$ cat src/hw/rtl/csh_pkg.sv
`timescale 1ns / 1ps
// ----------------------------------------------------------------------------
// csh_pkg: shared types and functions for the string hash block
// CRC-32 byte update, multiply-by-101 update and the input item layout.
// ----------------------------------------------------------------------------
package csh_pkg;

  localparam logic [31:0] CrcPolyRefl = 32'hEDB88320;
  localparam logic [31:0] CrcInit     = 32'hFFFFFFFF;
  localparam logic [31:0] CrcXorOut   = 32'hFFFFFFFF;
  localparam logic [31:0] MultSeed    = 32'h00000000;

  localparam int unsigned ByteW = 8;
  localparam int unsigned HashW = 64;

  typedef struct packed {
    logic [ByteW-1:0] data_byte;
    logic             has_byte;
    logic             last;
  } item_t;

  // reflected crc-32 over one byte, one bit per step
  function automatic logic [31:0] crc_byte(input logic [31:0] crc,
                                           input logic [ByteW-1:0] b);
    logic [31:0] c;
    c = crc ^ {24'h000000, b};
    for (int i = 0; i < 8; i++) begin
      c = (c >> 1) ^ (CrcPolyRefl & {32{c[0]}});
    end
    return c;
  endfunction

  // h*101 + sext(b), 101 = 64 + 32 + 4 + 1
  function automatic logic [31:0] mult_step(input logic [31:0] h,
                                            input logic [ByteW-1:0] b);
    logic [31:0] sb;
    sb = {{24{b[7]}}, b};
    return (h << 6) + (h << 5) + (h << 2) + h + sb;
  endfunction

endpackage

$ cat src/hw/rtl/csh_in_stage.sv
`timescale 1ns / 1ps
// ----------------------------------------------------------------------------
// csh_in_stage: input register
// Captures one beat from the slave side and holds it until the core takes it.
// ----------------------------------------------------------------------------
module csh_in_stage (
  input  logic                    clk_i,
  input  logic                    rst_ni,
  input  logic                    s_axis_tvalid_i,
  output logic                    s_axis_tready_o,
  input  logic [7:0]              s_axis_tdata_i,  // data_byte
  input  logic                    s_axis_tuser_i,  // has_byte
  input  logic                    s_axis_tlast_i,
  input  logic                    advance_i,
  output logic                    valid_o,
  output csh_pkg::item_t          item_o
);
  import csh_pkg::*;

  logic  valid_q, valid_d;
  item_t item_q, item_d;
  logic  take;

  assign s_axis_tready_o = !valid_q || advance_i;
  assign take            = s_axis_tvalid_i && s_axis_tready_o;

  always_comb begin
    valid_d = valid_q;
    item_d  = item_q;
    if (take) begin
      valid_d = 1'b1;
      item_d  = '{data_byte: s_axis_tdata_i, has_byte: s_axis_tuser_i,
                  last: s_axis_tlast_i};
    end else if (advance_i) begin
      valid_d = 1'b0;
    end
  end

  always_ff @(posedge clk_i or negedge rst_ni) begin
    if (!rst_ni) begin
      valid_q <= 1'b0;
    end else begin
      valid_q <= valid_d;
    end
  end

  always_ff @(posedge clk_i) begin
    item_q <= item_d;
  end

  assign valid_o = valid_q;
  assign item_o  = item_q;

endmodule

$ cat src/hw/rtl/csh_hash_core.sv
`timescale 1ns / 1ps
// ----------------------------------------------------------------------------
// csh_hash_core: running hash state
// Folds one byte into the crc and the multiplicative hash, gives the final
// 64-bit value and restarts on the last beat of a string.
// ----------------------------------------------------------------------------
module csh_hash_core (
  input  logic                      clk_i,
  input  logic                      rst_ni,
  input  logic                      fire_i,
  input  csh_pkg::item_t            item_i,
  output logic [csh_pkg::HashW-1:0] hash_o
);
  import csh_pkg::*;

  logic [31:0] crc_q, crc_d, crc_upd;
  logic [31:0] mult_q, mult_d, mult_upd;
  logic        zero_q, zero_d, zero_upd;

  always_comb begin
    crc_upd  = crc_q;
    mult_upd = mult_q;
    zero_upd = zero_q;
    if (item_i.has_byte) begin
      crc_upd = crc_byte(crc_q, item_i.data_byte);
      if (!zero_q) begin
        // a zero byte freezes the multiplicative hash for the rest of the string
        if (item_i.data_byte == '0) begin
          zero_upd = 1'b1;
        end else begin
          mult_upd = mult_step(mult_q, item_i.data_byte);
        end
      end
    end
  end

  assign hash_o = {crc_upd ^ CrcXorOut, mult_upd};

  always_comb begin
    crc_d  = crc_q;
    mult_d = mult_q;
    zero_d = zero_q;
    if (fire_i) begin
      if (item_i.last) begin
        crc_d  = CrcInit;
        mult_d = MultSeed;
        zero_d = 1'b0;
      end else begin
        crc_d  = crc_upd;
        mult_d = mult_upd;
        zero_d = zero_upd;
      end
    end
  end

  always_ff @(posedge clk_i or negedge rst_ni) begin
    if (!rst_ni) begin
      crc_q  <= CrcInit;
      mult_q <= MultSeed;
      zero_q <= 1'b0;
    end else begin
      crc_q  <= crc_d;
      mult_q <= mult_d;
      zero_q <= zero_d;
    end
  end

endmodule

$ cat src/hw/rtl/csh_out_stage.sv
`timescale 1ns / 1ps
// ----------------------------------------------------------------------------
// csh_out_stage: result register
// Holds one finished hash until the master side takes it.
// ----------------------------------------------------------------------------
module csh_out_stage (
  input  logic                      clk_i,
  input  logic                      rst_ni,
  input  logic                      load_i,
  input  logic [csh_pkg::HashW-1:0] hash_i,
  output logic                      free_o,
  output logic                      m_axis_tvalid_o,
  input  logic                      m_axis_tready_i,
  output logic [csh_pkg::HashW-1:0] m_axis_tdata_o   // hash_value
);
  import csh_pkg::*;

  logic             valid_q, valid_d;
  logic [HashW-1:0] data_q, data_d;

  assign free_o = !valid_q || m_axis_tready_i;

  always_comb begin
    valid_d = valid_q;
    data_d  = data_q;
    if (load_i) begin
      valid_d = 1'b1;
      data_d  = hash_i;
    end else if (m_axis_tready_i) begin
      valid_d = 1'b0;
    end
  end

  always_ff @(posedge clk_i or negedge rst_ni) begin
    if (!rst_ni) begin
      valid_q <= 1'b0;
    end else begin
      valid_q <= valid_d;
    end
  end

  always_ff @(posedge clk_i) begin
    data_q <= data_d;
  end

  assign m_axis_tvalid_o = valid_q;
  assign m_axis_tdata_o  = data_q;

endmodule

$ cat src/hw/rtl/crc32_mul101_string_hash64.sv
`timescale 1ns / 1ps
// ----------------------------------------------------------------------------
// crc32_mul101_string_hash64: 64-bit string hash
// Bits 63:32 reflected crc-32 of all bytes, bits 31:0 hash*101+byte up to
// the first zero byte; one hash per string, given on its last beat.
//
//   channel   dir  tdata          tuser      tlast
//   s_axis    in   data_byte[7:0] has_byte   last of string
//   m_axis    out  hash_value     -          -
//
// one beat a cycle on the input; a beat waits in the input register and
// is folded in as it leaves it, and a string's hash is then offered from
// the result register, which frees in the same cycle it is taken, so the
// input only stalls while a finished hash waits and a last beat is queued
// behind it. reset puts the crc to all ones and the hash to zero.
// ----------------------------------------------------------------------------
module crc32_mul101_string_hash64 (
  input  logic        clk_i,
  input  logic        rst_ni,
  input  logic        s_axis_tvalid_i,
  output logic        s_axis_tready_o,
  input  logic [7:0]  s_axis_tdata_i,   // data_byte
  input  logic        s_axis_tuser_i,   // has_byte
  input  logic        s_axis_tlast_i,
  output logic        m_axis_tvalid_o,
  input  logic        m_axis_tready_i,
  output logic [63:0] m_axis_tdata_o    // hash_value
);
  import csh_pkg::*;

  item_t            item;
  logic             item_valid;
  logic             out_free;
  logic             advance;
  logic [HashW-1:0] hash;

  // non-last beats never need the result register
  assign advance = item_valid && (!item.last || out_free);

  csh_in_stage u_in (
    .clk_i,
    .rst_ni,
    .s_axis_tvalid_i,
    .s_axis_tready_o,
    .s_axis_tdata_i,
    .s_axis_tuser_i,
    .s_axis_tlast_i,
    .advance_i (advance),
    .valid_o   (item_valid),
    .item_o    (item)
  );

  csh_hash_core u_core (
    .clk_i,
    .rst_ni,
    .fire_i (advance),
    .item_i (item),
    .hash_o (hash)
  );

  csh_out_stage u_out (
    .clk_i,
    .rst_ni,
    .load_i (advance && item.last),
    .hash_i (hash),
    .free_o (out_free),
    .m_axis_tvalid_o,
    .m_axis_tready_i,
    .m_axis_tdata_o
  );

endmodule

$ cat config.mk
export PLATFORM = sky130hd
export DESIGN_NAME = crc32_mul101_string_hash64
export DESIGN_NICKNAME = d
export VERILOG_FILES = /design/src/hw/rtl/csh_pkg.sv /design/src/hw/rtl/csh_in_stage.sv /design/src/hw/rtl/csh_hash_core.sv /design/src/hw/rtl/csh_out_stage.sv /design/src/hw/rtl/crc32_mul101_string_hash64.sv
export SDC_FILE = /design/constraint.sdc
export NUM_CORES = 1
export LEC_CHECK = 0
export ABC_AREA = 1
export BUFFER_PORTS_ARGS = -buffer_cell sky130_fd_sc_hd__buf_2
export CELL_PAD_IN_SITES_DETAIL_PLACEMENT = 1
export CELL_PAD_IN_SITES_GLOBAL_PLACEMENT = 2
export CORE_ASPECT_RATIO = 0.7
export CORE_MARGIN = 3
export CORE_UTILIZATION = 33
export CTS_CLUSTER_DIAMETER = 30
export DETAILED_ROUTE_END_ITERATION = 16
export GPL_TIMING_DRIVEN = 0
export PLACE_DENSITY = 0.77
export RECOVER_POWER = 25
export SYNTH_ARGS = -nofsm -noshare
export SYNTH_HDL_FRONTEND = slang
export SYNTH_SLANG_ARGS = --single-unit
export TNS_END_PERCENT = 10
$ cat constraint.sdc
create_clock -name clk_i -period 4.15 [get_ports clk_i]
set_input_delay 0.83 -clock clk_i [delete_from_list [all_inputs] [get_ports clk_i]]
set_output_delay 0.83 -clock clk_i [all_outputs]
set_load 0.01 [all_outputs]
==> Implementation_results.wiki, run 1 <==
{| class="wikitable"
! Metric !! Value
|-
| Run status || finished with violations
|-
| Violations in the final reports || max-capacitance violations, max-slew violations
|-
| Commonest register cell after synthesis || sky130_fd_sc_hd__edfxtp_1
|-
| Number of routed nets with antenna violations || 0
|-
| Fraction of layout instances using a drive strength above 1 || between 10% and 20%
|-
| Layout Skew || 13.69 ps
|-
| Mapped cell area || 0.01143 mm2
|-
| Routed vias || 9,778
|-
| Filler cell count in the final layout || approximately 4,200
|-
| Class of the most critical hold timing path || in2async
|-
| Worst reg2reg path depth || 16
|-
| Hold Buf Count CTS || 0
|-
| Pin count of the biggest net entering global routing || 66
|-
| Cell types with the largest area share after synthesis || sky130_fd_sc_hd__edfxtp_1 (19%), sky130_fd_sc_hd__nand2_1 (16%), sky130_fd_sc_hd__fa_1 (14%), sky130_fd_sc_hd__inv_1 (11%), sky130_fd_sc_hd__dfrtp_1 (7.7%)
|-
| Final global-route overflow total || 0
|-
| Via-per-instance ratio || 4.742
|-
| Critical Path Start Type || register
|-
| Async set or reset register ratio after synthesis || 47.52%
|-
| Detailed-route DRC error count || 0
|-
| Vertical die dimension || about 160 um
|-
| Synthesized instance count || 1,484
|-
| Kind of critical path || reg2reg
|-
| Portion of the clock cycle consumed by the worst path in the final layout || 99.45%
|-
| First-pass detailed-route iteration total || 7
|-
| Cell with the most instances after synthesis || sky130_fd_sc_hd__nand2_1
|-
| Count of yosys warnings during synthesis || 0
|-
| Net total in the final layout || approximately 1,700
|-
| Core Area || ~0.034 mm2
|-
| CTS buffer count || 17
|-
| Die footprint || 0.03693 mm2
|-
| Latest clock arrival within the worst-skew pair || about 440 ps
|-
| Finished Cell Area || approximately 0.013 mm2
|-
| Maximum level of the CTS H-tree || 4
|-
| Violation count after the first detailed-route iteration || between 600 and 700
|-
| Per-instance average area after synthesis || 7.700 um2
|-
| Number of clock sinks seen by CTS || approximately 140
|-
| Buffer levels on the longest clock path || 2
|-
| CTS root buf || sky130_fd_sc_hd__clkbuf_16
|-
| Detailed placement HPWL || 30,310 um
|-
| Distinct cells, synth || 43
|-
| Vias in the first global route || just over 10,000
|-
| Largest fanout on the critical path || 25
|-
| Leading cell types by count after synthesis || sky130_fd_sc_hd__nand2_1 (486), sky130_fd_sc_hd__inv_1 (350), sky130_fd_sc_hd__fa_1 (81), sky130_fd_sc_hd__nand3_1 (79), sky130_fd_sc_hd__edfxtp_1 (74)
|-
| Met3 wire length || 1449 um
|-
| Horizontal extent of the die || 228.4 um
|-
| Dominant cell type by area after synthesis || sky130_fd_sc_hd__edfxtp_1
|-
| Detail Route met2 WL || 15,510 um
|-
| Yosys top cell area share || about a fifth
|-
| Worst EP arrival || between 4000 and 5000 ps
|-
| Final weighted congestion of routability-driven global placement || 0.9121
|-
| Worst flop-to-flop path endpoint || u_out.m_axis_tdata_o[28]
|-
| Sequential element share of the synthesized area || 34.47%
|-
| Number of storage elements in the synthesis netlist || 141
|-
| Antenna violations before repair || 1
|-
| Sum of routed wire segments on met1 || roughly 21,000 um
|-
| Setup repair after global routing missed its margin || yes
|-
| Required time of the worst setup path || 4350 ps
|-
| Syn nets || around 1,600
|-
| Aggregate routed wire length || 38,070 um
|-
| Hold Fails Final Rpt || 0
|-
| R2R Setup Slk || ~23 ps
|-
| Transition at the pin with the smallest max-transition slack || 1684 ps
|-
| Global-route wire length before repair || 59,690 um
|-
| Maximum clock frequency || 0.2423 GHz
|-
| Max-slew headroom || -12.27%
|-
| Placed standard-cell area || 0.01244 mm2
|-
| GR Util All Layers || 21.24%
|-
| Initial standard-cell utilization of the core || about a third
|-
| Utilization of the core after routing || 39.64%
|-
| Number of antenna repair diodes || 0
|-
| Max capacitance violation total || 1
|-
| R2r startpoint || u_in.item_o[9]
|-
| Setup violations, final || 0
|-
| Final Slew Violations || 57
|-
| Post-layout minimum cycle time || 4127 ps
|-
| Endpoint type of the worst setup path || register
|-
| Clock tree from TritonCTS || yes
|-
| Row cnt || 56
|-
| Clk pin slew, worst setup/hold paths || around 70 ps
|-
| Growth of design area from synthesis to finish || 17.40%
|-
| Highest routing layer actually used || met4
|-
| Port bufs || between 70 and 80
|-
| I/O pin cnt || 80
|-
| Average detailed-routed wire length per instance || roughly 18 um
|-
| EDFF count, synth || between 70 and 80
|}
[what timing repair did]
item	in CTS	in global routing
cloned	0	0
setup endpoints to repair	48	41
setup buffers	2	0
resized for setup	48	48
pin swaps	3	1
[worst max-delay path by stage]
stage	endpoint	slack (ps)	from
after detailed placement	u_out.m_axis_tdata_o[28]	-1040	u_in.item_o[9]
after CTS	u_out.m_axis_tdata_o[29]	-20	u_in.item_o[9]
after floorplan	u_out.m_axis_tdata_o[28]	140	u_in.item_o[9]
final	u_out.m_axis_tdata_o[28]	20	u_in.item_o[9]
after global placement	u_out.m_axis_tdata_o[28]	-1050	u_in.item_o[9]
after global routing	u_core.mult_q[29]	-160	u_in.item_o[9]
[per-layer routing]
layer	track usage (%)	vias up
met2	30.23	168
met3	3.366	32
li1	-	4684
met1	33.47	4894
met5	0	-
met4	4.960	0
[registers in the layout, indices dropped and copies added (netlist names)]
| register | cells |
|---|---|
| u_out.m_axis_tdata_o | 64 |
| u_core.crc_q | 32 |
| u_core.mult_q | 32 |
| u_in.item_o | 10 |
| u_core.zero_q | 1 |
| u_in.valid_o | 1 |
| u_out.m_axis_tvalid_o | 1 |
[layout by cell type, fill, tap and decap left out, types with 4 or more instances in the layout]
cell type / instances
sky130_fd_sc_hd__ha_1: 21
sky130_fd_sc_hd__o21ai_0: 19
sky130_fd_sc_hd__ha_2: 5
sky130_fd_sc_hd__o21ai_1: 31
sky130_fd_sc_hd__o21ai_2: 7
sky130_fd_sc_hd__nor2_2: 8
sky130_fd_sc_hd__or2_2: 6
sky130_fd_sc_hd__buf_2: 83
sky130_fd_sc_hd__nor2_4: 9
sky130_fd_sc_hd__nand2_2: 26
sky130_fd_sc_hd__nor2_1: 33
sky130_fd_sc_hd__xor2_1: 44
sky130_fd_sc_hd__xnor2_1: 18
sky130_fd_sc_hd__buf_4: 4
sky130_fd_sc_hd__nand4_1: 15
sky130_fd_sc_hd__inv_2: 5
sky130_fd_sc_hd__clkbuf_1: 22
sky130_fd_sc_hd__fa_1: 81
sky130_fd_sc_hd__edfxtp_1: 74
sky130_fd_sc_hd__clkbuf_16: 17
sky130_fd_sc_hd__a21oi_1: 22
sky130_fd_sc_hd__o22ai_1: 15
sky130_fd_sc_hd__dfrtp_1: 35
sky130_fd_sc_hd__nand3_1: 72
sky130_fd_sc_hd__inv_1: 347
sky130_fd_sc_hd__nand3_2: 5
sky130_fd_sc_hd__nand2_1: 468
sky130_fd_sc_hd__ha_4: 12
sky130_fd_sc_hd__dfstp_2: 32
sky130_fd_sc_hd__and2_1: 8
[cells by family (layout without fill, tap and decap cells)]
| family | Yosys count | in the layout | share of synthesized area, % |
|---|---|---|---|
| AO/OA/AOI/OAI | 112 | 112 | 5.486 |
| XOR/XNOR | 64 | 64 | 5.037 |
| adder cells (fa/ha/maj) | 119 | 119 | 18.35 |
| buffers and inverters | 383 | 497 | 12.77 |
| flip-flops | 141 | 141 | 34.47 |
| AND/OR/NAND/NOR | 665 | 665 | 23.89 |
[per-stage QoR]
| step | worst slack [ps] | hold slack (ps) | std cells | TNS, ps |
|---|---|---|---|---|
| after CTS | -19.75 | 234.0 | 2062 | -28.56 |
| final | 23.02 | 454.7 | 2062 | 0 |
| after floorplan | 138.7 | 449.0 | 1484 | 0 |
| after global placement | -1047 | 465.2 | 2027 | -22760 |
| after global routing | -156.1 | 502.0 | 2062 | -2162 |
| after detailed placement | -1038 | 483.9 | 2028 | -24240 |
[critical path: stages (launching register included)]
cell and delay [ps]:
sky130_fd_sc_hd__edfxtp_1 410, sky130_fd_sc_hd__bufinv_16 260, sky130_fd_sc_hd__fa_1 550, sky130_fd_sc_hd__inv_1 50, sky130_fd_sc_hd__fa_1 470, sky130_fd_sc_hd__inv_1 50, sky130_fd_sc_hd__fa_1 480, sky130_fd_sc_hd__inv_1 60
sky130_fd_sc_hd__ha_4 310, sky130_fd_sc_hd__nand2_4 80, sky130_fd_sc_hd__nor2_4 160, sky130_fd_sc_hd__inv_1 90, sky130_fd_sc_hd__nor3_4 330, sky130_fd_sc_hd__nand3_4 160, sky130_fd_sc_hd__nand3_1 110, sky130_fd_sc_hd__nand3_1 110
sky130_fd_sc_hd__and2_4 190
[layout make-up]
class                           count  area [um2]  share of cell area [%]
Tap cell                          464       580.6                   4.328
Timing Repair Buffer               82       414.1                   3.087
Clock inverter                     13       141.4                   1.054
Clock buffer                       19       432.9                   3.227
Multi-Input combinational cell    960        6420                   47.85
Buffer                             28       126.4                  0.9420
Sequential cell                   141        3939                   29.36
Inverter                          355        1361                   10.15
Power of run 1 is not shown: default switching activity piles up to over one toggle a cycle in this logic, so the estimate is an artifact.
==> run 2, diff against run 1 <==
==> constraint.sdc (replaced) <==
create_clock -name clk_i -period 3.4 [get_ports clk_i]
set_input_delay 0.68 -clock clk_i [delete_from_list [all_inputs] [get_ports clk_i]]
set_output_delay 0.68 -clock clk_i [all_outputs]
set_load 0.01 [all_outputs]
==> run 2 against run 1 <==
  * The run ends with max-capacitance violations, max-slew violations, negative setup slack left
  * Design area grew 7.4%
  * Critical path depth rose by 2
  * Final cell count increased by 1.5%
  * Count of clock-buffer cells in the layout is 1 lower
  * Wire length is 5.2% higher
  * Largest cell class unchanged
==> Implementation_results.wiki, run 2 (synthesized netlist as in run 1, its figures left out) <==
{| class="wikitable"
! Metric !! Value
|-
| GR Util All Layers || 22.33% (+1.1 points)
|-
| Port bufs || 79 (unchanged)
|-
| Class of the most critical hold timing path || in2reg
|-
| Antenna violations before repair || 1 (unchanged)
|-
| Initial standard-cell utilization of the core || 33.77% (unchanged)
|-
| Pin count of the biggest net entering global routing || 66 (unchanged)
|-
| Commonest non-fill, non-tap cell in the layout || sky130_fd_sc_hd__nand2_1
|-
| Vias in the first global route || 10,513 (+3.3%)
|-
| Core Area || 0.03384 mm2 (unchanged)
|-
| Buffer levels on the longest clock path || 2 (unchanged)
|-
| Row cnt || 56 (unchanged)
|-
| Via-per-instance ratio || 4.763 (+0.45%)
|-
| Detailed placement HPWL || 31,310 um (+3.3%)
|-
| Final global-route overflow total || 0 (unchanged)
|-
| Aggregate routed wire length || 40,060 um (+5.2%)
|-
| Net total in the final layout || 1,749 (+1.8%)
|-
| Critical Path Start Type || register
|-
| Required time of the worst setup path || 3600 ps (-750 ps)
|-
| Hold Buf Count CTS || 0 (unchanged)
|-
| Routed vias || 9,970 (+2.0%)
|-
| Number of routed nets with antenna violations || 0 (unchanged)
|-
| Finished Cell Area || 0.01441 mm2 (+7.4%)
|-
| Placed standard-cell area || 0.01286 mm2 (+3.4%)
|-
| Largest fanout on the critical path || 7 (-72%)
|-
| Fin worst setup slack || -559.4 ps (-582.4 ps)
|-
| Setup repair after global routing missed its margin || yes
|-
| Max-slew headroom || -11.62% (+0.65 points)
|-
| Layout Skew || 17.69 ps (+3.999 ps)
|-
| Transition at the pin with the smallest max-transition slack || 1674 ps (-9.721 ps)
|-
| Setup violations, final || 48 (+48)
|-
| Horizontal extent of the die || 228.4 um (unchanged)
|-
| CTS root buf || sky130_fd_sc_hd__clkbuf_16
|-
| Commonest non-fill, non-tap cells in the layout || sky130_fd_sc_hd__nand2_1 (403), sky130_fd_sc_hd__inv_1 (317), sky130_fd_sc_hd__buf_2 (82)
|-
| Clk pin slew, worst setup/hold paths || 60 ps (about the same)
|-
| Growth of design area from synthesis to finish || 26.08%
|-
| CTS buffer count || 17 (unchanged)
|-
| Filler cell count in the final layout || 4,088 (-1.5%)
|-
| Global-route wire length before repair || 62,800 um (+5.2%)
|-
| Run status || finished with violations
|-
| Average detailed-routed wire length per instance || 19.14 um (+3.7%)
|-
| Clock tree from TritonCTS || yes
|-
| Flip-flop count of the largest register, all copies and words added || 64 (unchanged)
|-
| Final Slew Violations || 25 (-56%)
|-
| Total negative setup slack || -19,360 ps (-19,360 ps)
|-
| Vertical die dimension || 161.7 um (unchanged)
|-
| Final weighted congestion of routability-driven global placement || 0.8893 (-2.5%)
|-
| Detailed-route DRC error count || 0 (unchanged)
|-
| Maximum level of the CTS H-tree || 4 (unchanged)
|-
| Violation count after the first detailed-route iteration || 701 (+5.3%)
|-
| Hold Fails Final Rpt || 0 (unchanged)
|-
| Worst EP arrival || 4160 ps (-170 ps)
|-
| Portion of the clock cycle consumed by the worst path in the final layout || 116.5% (+17 points)
|-
| Post-layout minimum cycle time || 3959 ps (-167.6 ps)
|-
| Latest clock arrival within the worst-skew pair || 450 ps (about the same)
|-
| First-pass detailed-route iteration total || 5 (-2)
|-
| Number of clock sinks seen by CTS || 141 (unchanged)
|-
| Die footprint || 0.03693 mm2 (unchanged)
|-
| Kind of critical path || reg2reg
|-
| Number of antenna repair diodes || 0 (unchanged)
|-
| Maximum clock frequency || 0.2526 GHz (+4.2%)
|-
| Max capacitance violation total || 1 (unchanged)
|-
| Final Hold Slack || 410.8 ps (-43.98 ps)
|-
| I/O pin cnt || 80 (unchanged)
|-
| Fraction of layout instances using a drive strength above 1 || 26.34% (+11 points)
|-
| Endpoint type of the worst setup path || register
|-
| Violations in the final reports || max-capacitance violations, max-slew violations, negative setup slack
|-
| Worst setup slack before clock tree synthesis || -1130 ps (-92.33 ps)
|}
==> run 2: cell count changes in the layout (fill, tap and decap cells not counted), sizes merged <==
| cell | previous run | this run |
|---|---|---|
| buf | 89 | 117 |
| clkinv | 7 | 9 |
| inv | 355 | 357 |
| clkinvlp | 3 | 2 |
==> run 2: worst paths after layout <==
| path | from | to | slack [ps] | cells after the start |
|---|---|---|---|---|
| hold reg to reg | u_core.mult_q[27] | u_core.mult_q[27] | 490 | 2 |
| hold / removal | s_axis_tdata_i[5] | u_in.item_o[7] | 410 | 1 |
| setup reg to reg | u_in.item_o[9] | u_out.m_axis_tdata_o[28] | -560 | 18 |
| max in group asynchronous | rst_ni | u_core.mult_q[14] | 680 | 2 |
| setup / recovery | u_in.item_o[9] | u_out.m_axis_tdata_o[28] | -560 | 18 |
| min in group asynchronous | rst_ni | u_core.mult_q[1] | 690 | 1 |
==> run 2: metal layers <==
metal,routed length [um],share of wire (%),track usage [%]
met1,20590,51,34.66
met2,16700,42,33.23
met3,2324,5.8,3.647
met4,444,1.1,3.297
met5,0,0,0
==> run 2: timing repair <==
item	4_1_cts	5_1_grt
gates resized for setup	114	104
buffers inserted	14	18
pin swaps	39	71
gates cloned	2	0
setup endpoints to repair	51	52
==> run 2: layout make-up <==
cell class                 instances  area, um2  area share (%)
buffer                            28      126.4          0.8771
clock buffer                      18      429.2           2.979
clock inverter                    14      167.7           1.164
inverter                         355       1351           9.379
multi-input combinational        960       7128           49.47
sequential                       141       3939           27.34
tap                              464      580.6           4.030
timing repair buffer             111      658.1           4.568
timing repair inverter             2      27.53          0.1911
==> run 2: worst max-delay path, cell delays in order (launching register included) <==
cell and delay [ps]:
sky130_fd_sc_hd__edfxtp_1 420, sky130_fd_sc_hd__buf_6 170, sky130_fd_sc_hd__clkinv_8 100, sky130_fd_sc_hd__buf_12 150, sky130_fd_sc_hd__fa_1 550, sky130_fd_sc_hd__inv_2 40
sky130_fd_sc_hd__fa_1 470, sky130_fd_sc_hd__inv_1 50, sky130_fd_sc_hd__fa_1 500, sky130_fd_sc_hd__inv_2 50, sky130_fd_sc_hd__ha_4 300, sky130_fd_sc_hd__nand2_4 90
sky130_fd_sc_hd__nor3_4 190, sky130_fd_sc_hd__buf_4 130, sky130_fd_sc_hd__a21oi_2 60, sky130_fd_sc_hd__buf_4 130, sky130_fd_sc_hd__nand3_2 50, sky130_fd_sc_hd__nand3_2 80
sky130_fd_sc_hd__and2_4 170
==> run 2: metrics by stage <==
stage	utilization, %	std cells
2_1_floorplan	-	1484
3_3_place_gp	37.90	2027
3_5_place_dp	38.00	2028
4_1_cts	41.42	2076
5_1_grt	42.57	2093
6_report	42.57	2093
Power of run 2 is left out for the same reason.
==> run 3, diff against run 2 <==
--- a/config.mk
+++ b/config.mk
@@ -6,7 +6,7 @@
 export NUM_CORES = 1
 export LEC_CHECK = 0
 export ABC_AREA = 1
-export BUFFER_PORTS_ARGS = -buffer_cell sky130_fd_sc_hd__buf_2
+export BUFFER_PORTS_ARGS = -buffer_cell sky130_fd_sc_hd__buf_4
 export CELL_PAD_IN_SITES_DETAIL_PLACEMENT = 1
 export CELL_PAD_IN_SITES_GLOBAL_PLACEMENT = 2
 export CORE_ASPECT_RATIO = 0.7
==> run 3 against run 2 <==
  * The run still ends with max-capacitance violations, max-slew violations, negative setup slack left
  * Clock skew shrank 4.7 ps
  * Wire length grew 0.76%
  * Design area grew 1.6%
  * Worst hold slack gained 16 ps
  * Global-route usage grew 0.23 points
  * Via count shrank 0.69%
  * Sequential share of layout area shrank 0.43 points
  * Count of clock-buffer cells in the layout is the same
  * Sequential cell count is the same
  * Non-clock buffer count shrank 11
  * Critical path depth grew 1
==> Implementation_results.wiki, run 3 (synthesized netlist as in run 1, its figures left out) <==
{| class="wikitable"
! Metric !! Value
|-
| Pin count of the biggest net entering global routing || 68 (+3.0%)
|-
| Combined flip-flop and latch cell area || 0.003939 mm2 (unchanged)
|-
| Final Slew Violations || 68 (+170%)
|-
| Row cnt || 56 (unchanged)
|-
| Area of the multi-input gates || 0.007124 mm2 (about the same)
|-
| Worst reg2reg path depth || 19 (+1)
|-
| Worst setup slack before clock tree synthesis || -1154 ps (-24.16 ps)
|-
| Placed standard-cell area || 0.01305 mm2 (+1.5%)
|-
| R2R Setup Slk || -560 ps (about the same)
|-
| Global-route track usage on met3 || 3.980% (+0.33 points)
|-
| Layout Skew || 12.96 ps (-4.727 ps)
|-
| Setup repair after global routing missed its margin || yes
|-
| Commonest non-fill, non-tap cell in the layout || sky130_fd_sc_hd__nand2_1
|-
| Hold Fails Final Rpt || 0 (unchanged)
|-
| CTS buffer count || 17 (unchanged)
|-
| Clk pin slew, worst setup/hold paths || 80 ps (+20 ps)
|-
| GR Util All Layers || 22.56% (+0.23 points)
|-
| First-pass detailed-route iteration total || 5 (unchanged)
|-
| Class of the most critical hold timing path || in2reg
|-
| Routed vias || 9,901 (-0.69%)
|-
| Via-per-instance ratio || 4.756 (-0.17%)
|-
| Vertical die dimension || 161.7 um (unchanged)
|-
| Latest clock arrival within the worst-skew pair || 450 ps (about the same)
|-
| Max-slew headroom || -35.26% (-24 points)
|-
| Final global-route overflow total || 0 (unchanged)
|-
| End of the worst hold path || u_in.item_o[4]
|-
| Worst EP arrival || 4280 ps (+120 ps)
|-
| Final weighted congestion of routability-driven global placement || 0.9047 (+1.7%)
|-
| Violations in the final reports || max-capacitance violations, max-slew violations, negative setup slack
|-
| Detailed placement HPWL || 31,230 um (-0.25%)
|-
| CTS root buf || sky130_fd_sc_hd__clkbuf_16
|-
| Largest fanout on the critical path || 7 (unchanged)
|-
| Met2 usage in global routing || 33.58% (+0.34 points)
|-
| Hold Buf Count CTS || 0 (unchanged)
|-
| Setup violations, final || 48 (unchanged)
|-
| Average detailed-routed wire length per instance || 19.39 um (+1.3%)
|-
| Transition at the pin with the smallest max-transition slack || 2029 ps (+354.6 ps)
|-
| Horizontal extent of the die || 228.4 um (unchanged)
|-
| Run status || finished with violations
|-
| Aggregate routed wire length || 40,360 um (+0.76%)
|-
| Maximum clock frequency || 0.2524 GHz (about the same)
|-
| Antenna violations before repair || 0 (-1)
|-
| Global-route wire length before repair || 63,300 um (+0.79%)
|-
| Number of clock sinks seen by CTS || 141 (unchanged)
|-
| Number of routed nets with antenna violations || 0 (unchanged)
|-
| Initial standard-cell utilization of the core || 33.77% (unchanged)
|-
| Number of antenna repair diodes || 0 (unchanged)
|-
| Fin worst setup slack || -561.6 ps (-2.163 ps)
|-
| Port bufs || 79 (unchanged)
|-
| Highest-utilization routing layer at the global route stage || met1
|-
| Violation count after the first detailed-route iteration || 653 (-6.8%)
|-
| Post-layout minimum cycle time || 3962 ps (+2.163 ps)
|-
| Worst flop-to-flop path endpoint || u_core.mult_q[22]
|-
| Endpoint type of the worst setup path || register
|-
| Finished Cell Area || 0.01464 mm2 (+1.6%)
|-
| Max capacitance violation total || 1 (unchanged)
|-
| I/O pin cnt || 80 (unchanged)
|-
| Vias in the first global route || 10,618 (+1.0%)
|-
| Clock tree from TritonCTS || yes
|-
| Flip-flop count of the largest register, all copies and words added || 64 (unchanged)
|-
| Fraction of layout instances using a drive strength above 1 || 25.09% (-1.2 points)
|-
| Portion of the clock cycle consumed by the worst path in the final layout || 116.5% (about the same)
|-
| Commonest non-fill, non-tap cells in the layout || sky130_fd_sc_hd__nand2_1 (409), sky130_fd_sc_hd__inv_1 (324), sky130_fd_sc_hd__buf_4 (84)
|-
| Worst hold path stage count || 1 (unchanged)
|-
| Detailed-route DRC error count || 0 (unchanged)
|-
| Required time of the worst setup path || 3720 ps (+120 ps)
|-
| Critical Path Start Type || register
|-
| Met1 Usage GRT || 34.90% (+0.24 points)
|-
| Filler cell count in the final layout || 4,041 (-1.1%)
|-
| Growth of design area from synthesis to finish || 28.07%
|-
| Hold_sp || s_axis_tdata_i[2]
|-
| Core Area || 0.03384 mm2 (unchanged)
|-
| Buffer levels on the longest clock path || 2 (unchanged)
|-
| Net total in the final layout || 1,738 (-0.63%)
|-
| Die footprint || 0.03693 mm2 (unchanged)
|-
| R2r startpoint || u_in.item_o[9]
|-
| Kind of critical path || reg2reg
|-
| Maximum level of the CTS H-tree || 4 (unchanged)
|}
[run 3: worst max path at each step]
stage / start / end / slack (ps) / cells past startpoint
finish: u_in.item_o[9] / u_core.mult_q[22] / -560 / 19
detailed placement: u_in.item_o[9] / u_out.m_axis_tdata_o[28] / -1150 / 16
floorplan: u_in.item_o[9] / u_out.m_axis_tdata_o[28] / -310 / 16
global placement: u_in.item_o[9] / u_out.m_axis_tdata_o[28] / -1080 / 16
CTS: u_in.item_o[9] / u_out.m_axis_tdata_o[30] / -520 / 17
global route: u_in.item_o[9] / u_out.m_axis_tdata_o[31] / -700 / 17
[run 3: per-stage QoR]
stage	util [%]	hold slack, ps	instances	TNS, ps
2_1_floorplan	-	384.4	1484	-8554
3_3_place_gp	38.48	468.2	2027	-75390
3_5_place_dp	38.57	488.0	2028	-39860
4_1_cts	42.46	381.0	2076	-19670
6_report	43.25	427.0	2082	-18410
5_1_grt	43.25	405.1	2082	-27050
[run 3: cell type report]
| type | instances | share of cell area, % |
|---|---|---|
| timing repair buffer | 100 | 5.352 |
| buffer | 28 | 0.8635 |
| tap | 464 | 3.967 |
| clock inverter | 14 | 1.718 |
| timing repair inverter | 2 | 0.1881 |
| clock buffer | 18 | 3.001 |
| sequential | 141 | 26.91 |
| inverter | 355 | 9.319 |
| multi-input combinational | 960 | 48.68 |
[run 3: what timing repair did]
item	in CTS	in global routing
gates cloned	2	0
endpoints found under the setup margin	52	52
pin swaps	47	42
buffers inserted	14	6
gates resized for setup	140	60
[run 3: layer usage]
layer	vias to the layer above	part of all wire [%]
met3	26	4.1
met5	-	0
met2	189	42
li1	4731	-
met1	4955	53
met4	0	0.75
[run 3: worst max-delay path, stage by stage (launching register included)]
cell and delay [ps]:
sky130_fd_sc_hd__edfxtp_1 440, sky130_fd_sc_hd__bufinv_16 230, sky130_fd_sc_hd__fa_1 550, sky130_fd_sc_hd__inv_2 50
sky130_fd_sc_hd__fa_1 480, sky130_fd_sc_hd__inv_1 50, sky130_fd_sc_hd__fa_1 500, sky130_fd_sc_hd__inv_2 50
sky130_fd_sc_hd__ha_4 300, sky130_fd_sc_hd__nand2_4 80, sky130_fd_sc_hd__inv_4 70, sky130_fd_sc_hd__nand2_2 60
sky130_fd_sc_hd__nor2_4 180, sky130_fd_sc_hd__nand4_1 240, sky130_fd_sc_hd__nand3_1 160, sky130_fd_sc_hd__nand2_1 70
sky130_fd_sc_hd__nand2_2 80, sky130_fd_sc_hd__nand2_2 70, sky130_fd_sc_hd__nand3_2 90, sky130_fd_sc_hd__o21ai_1 70
Power of run 3 is left out for the same reason.
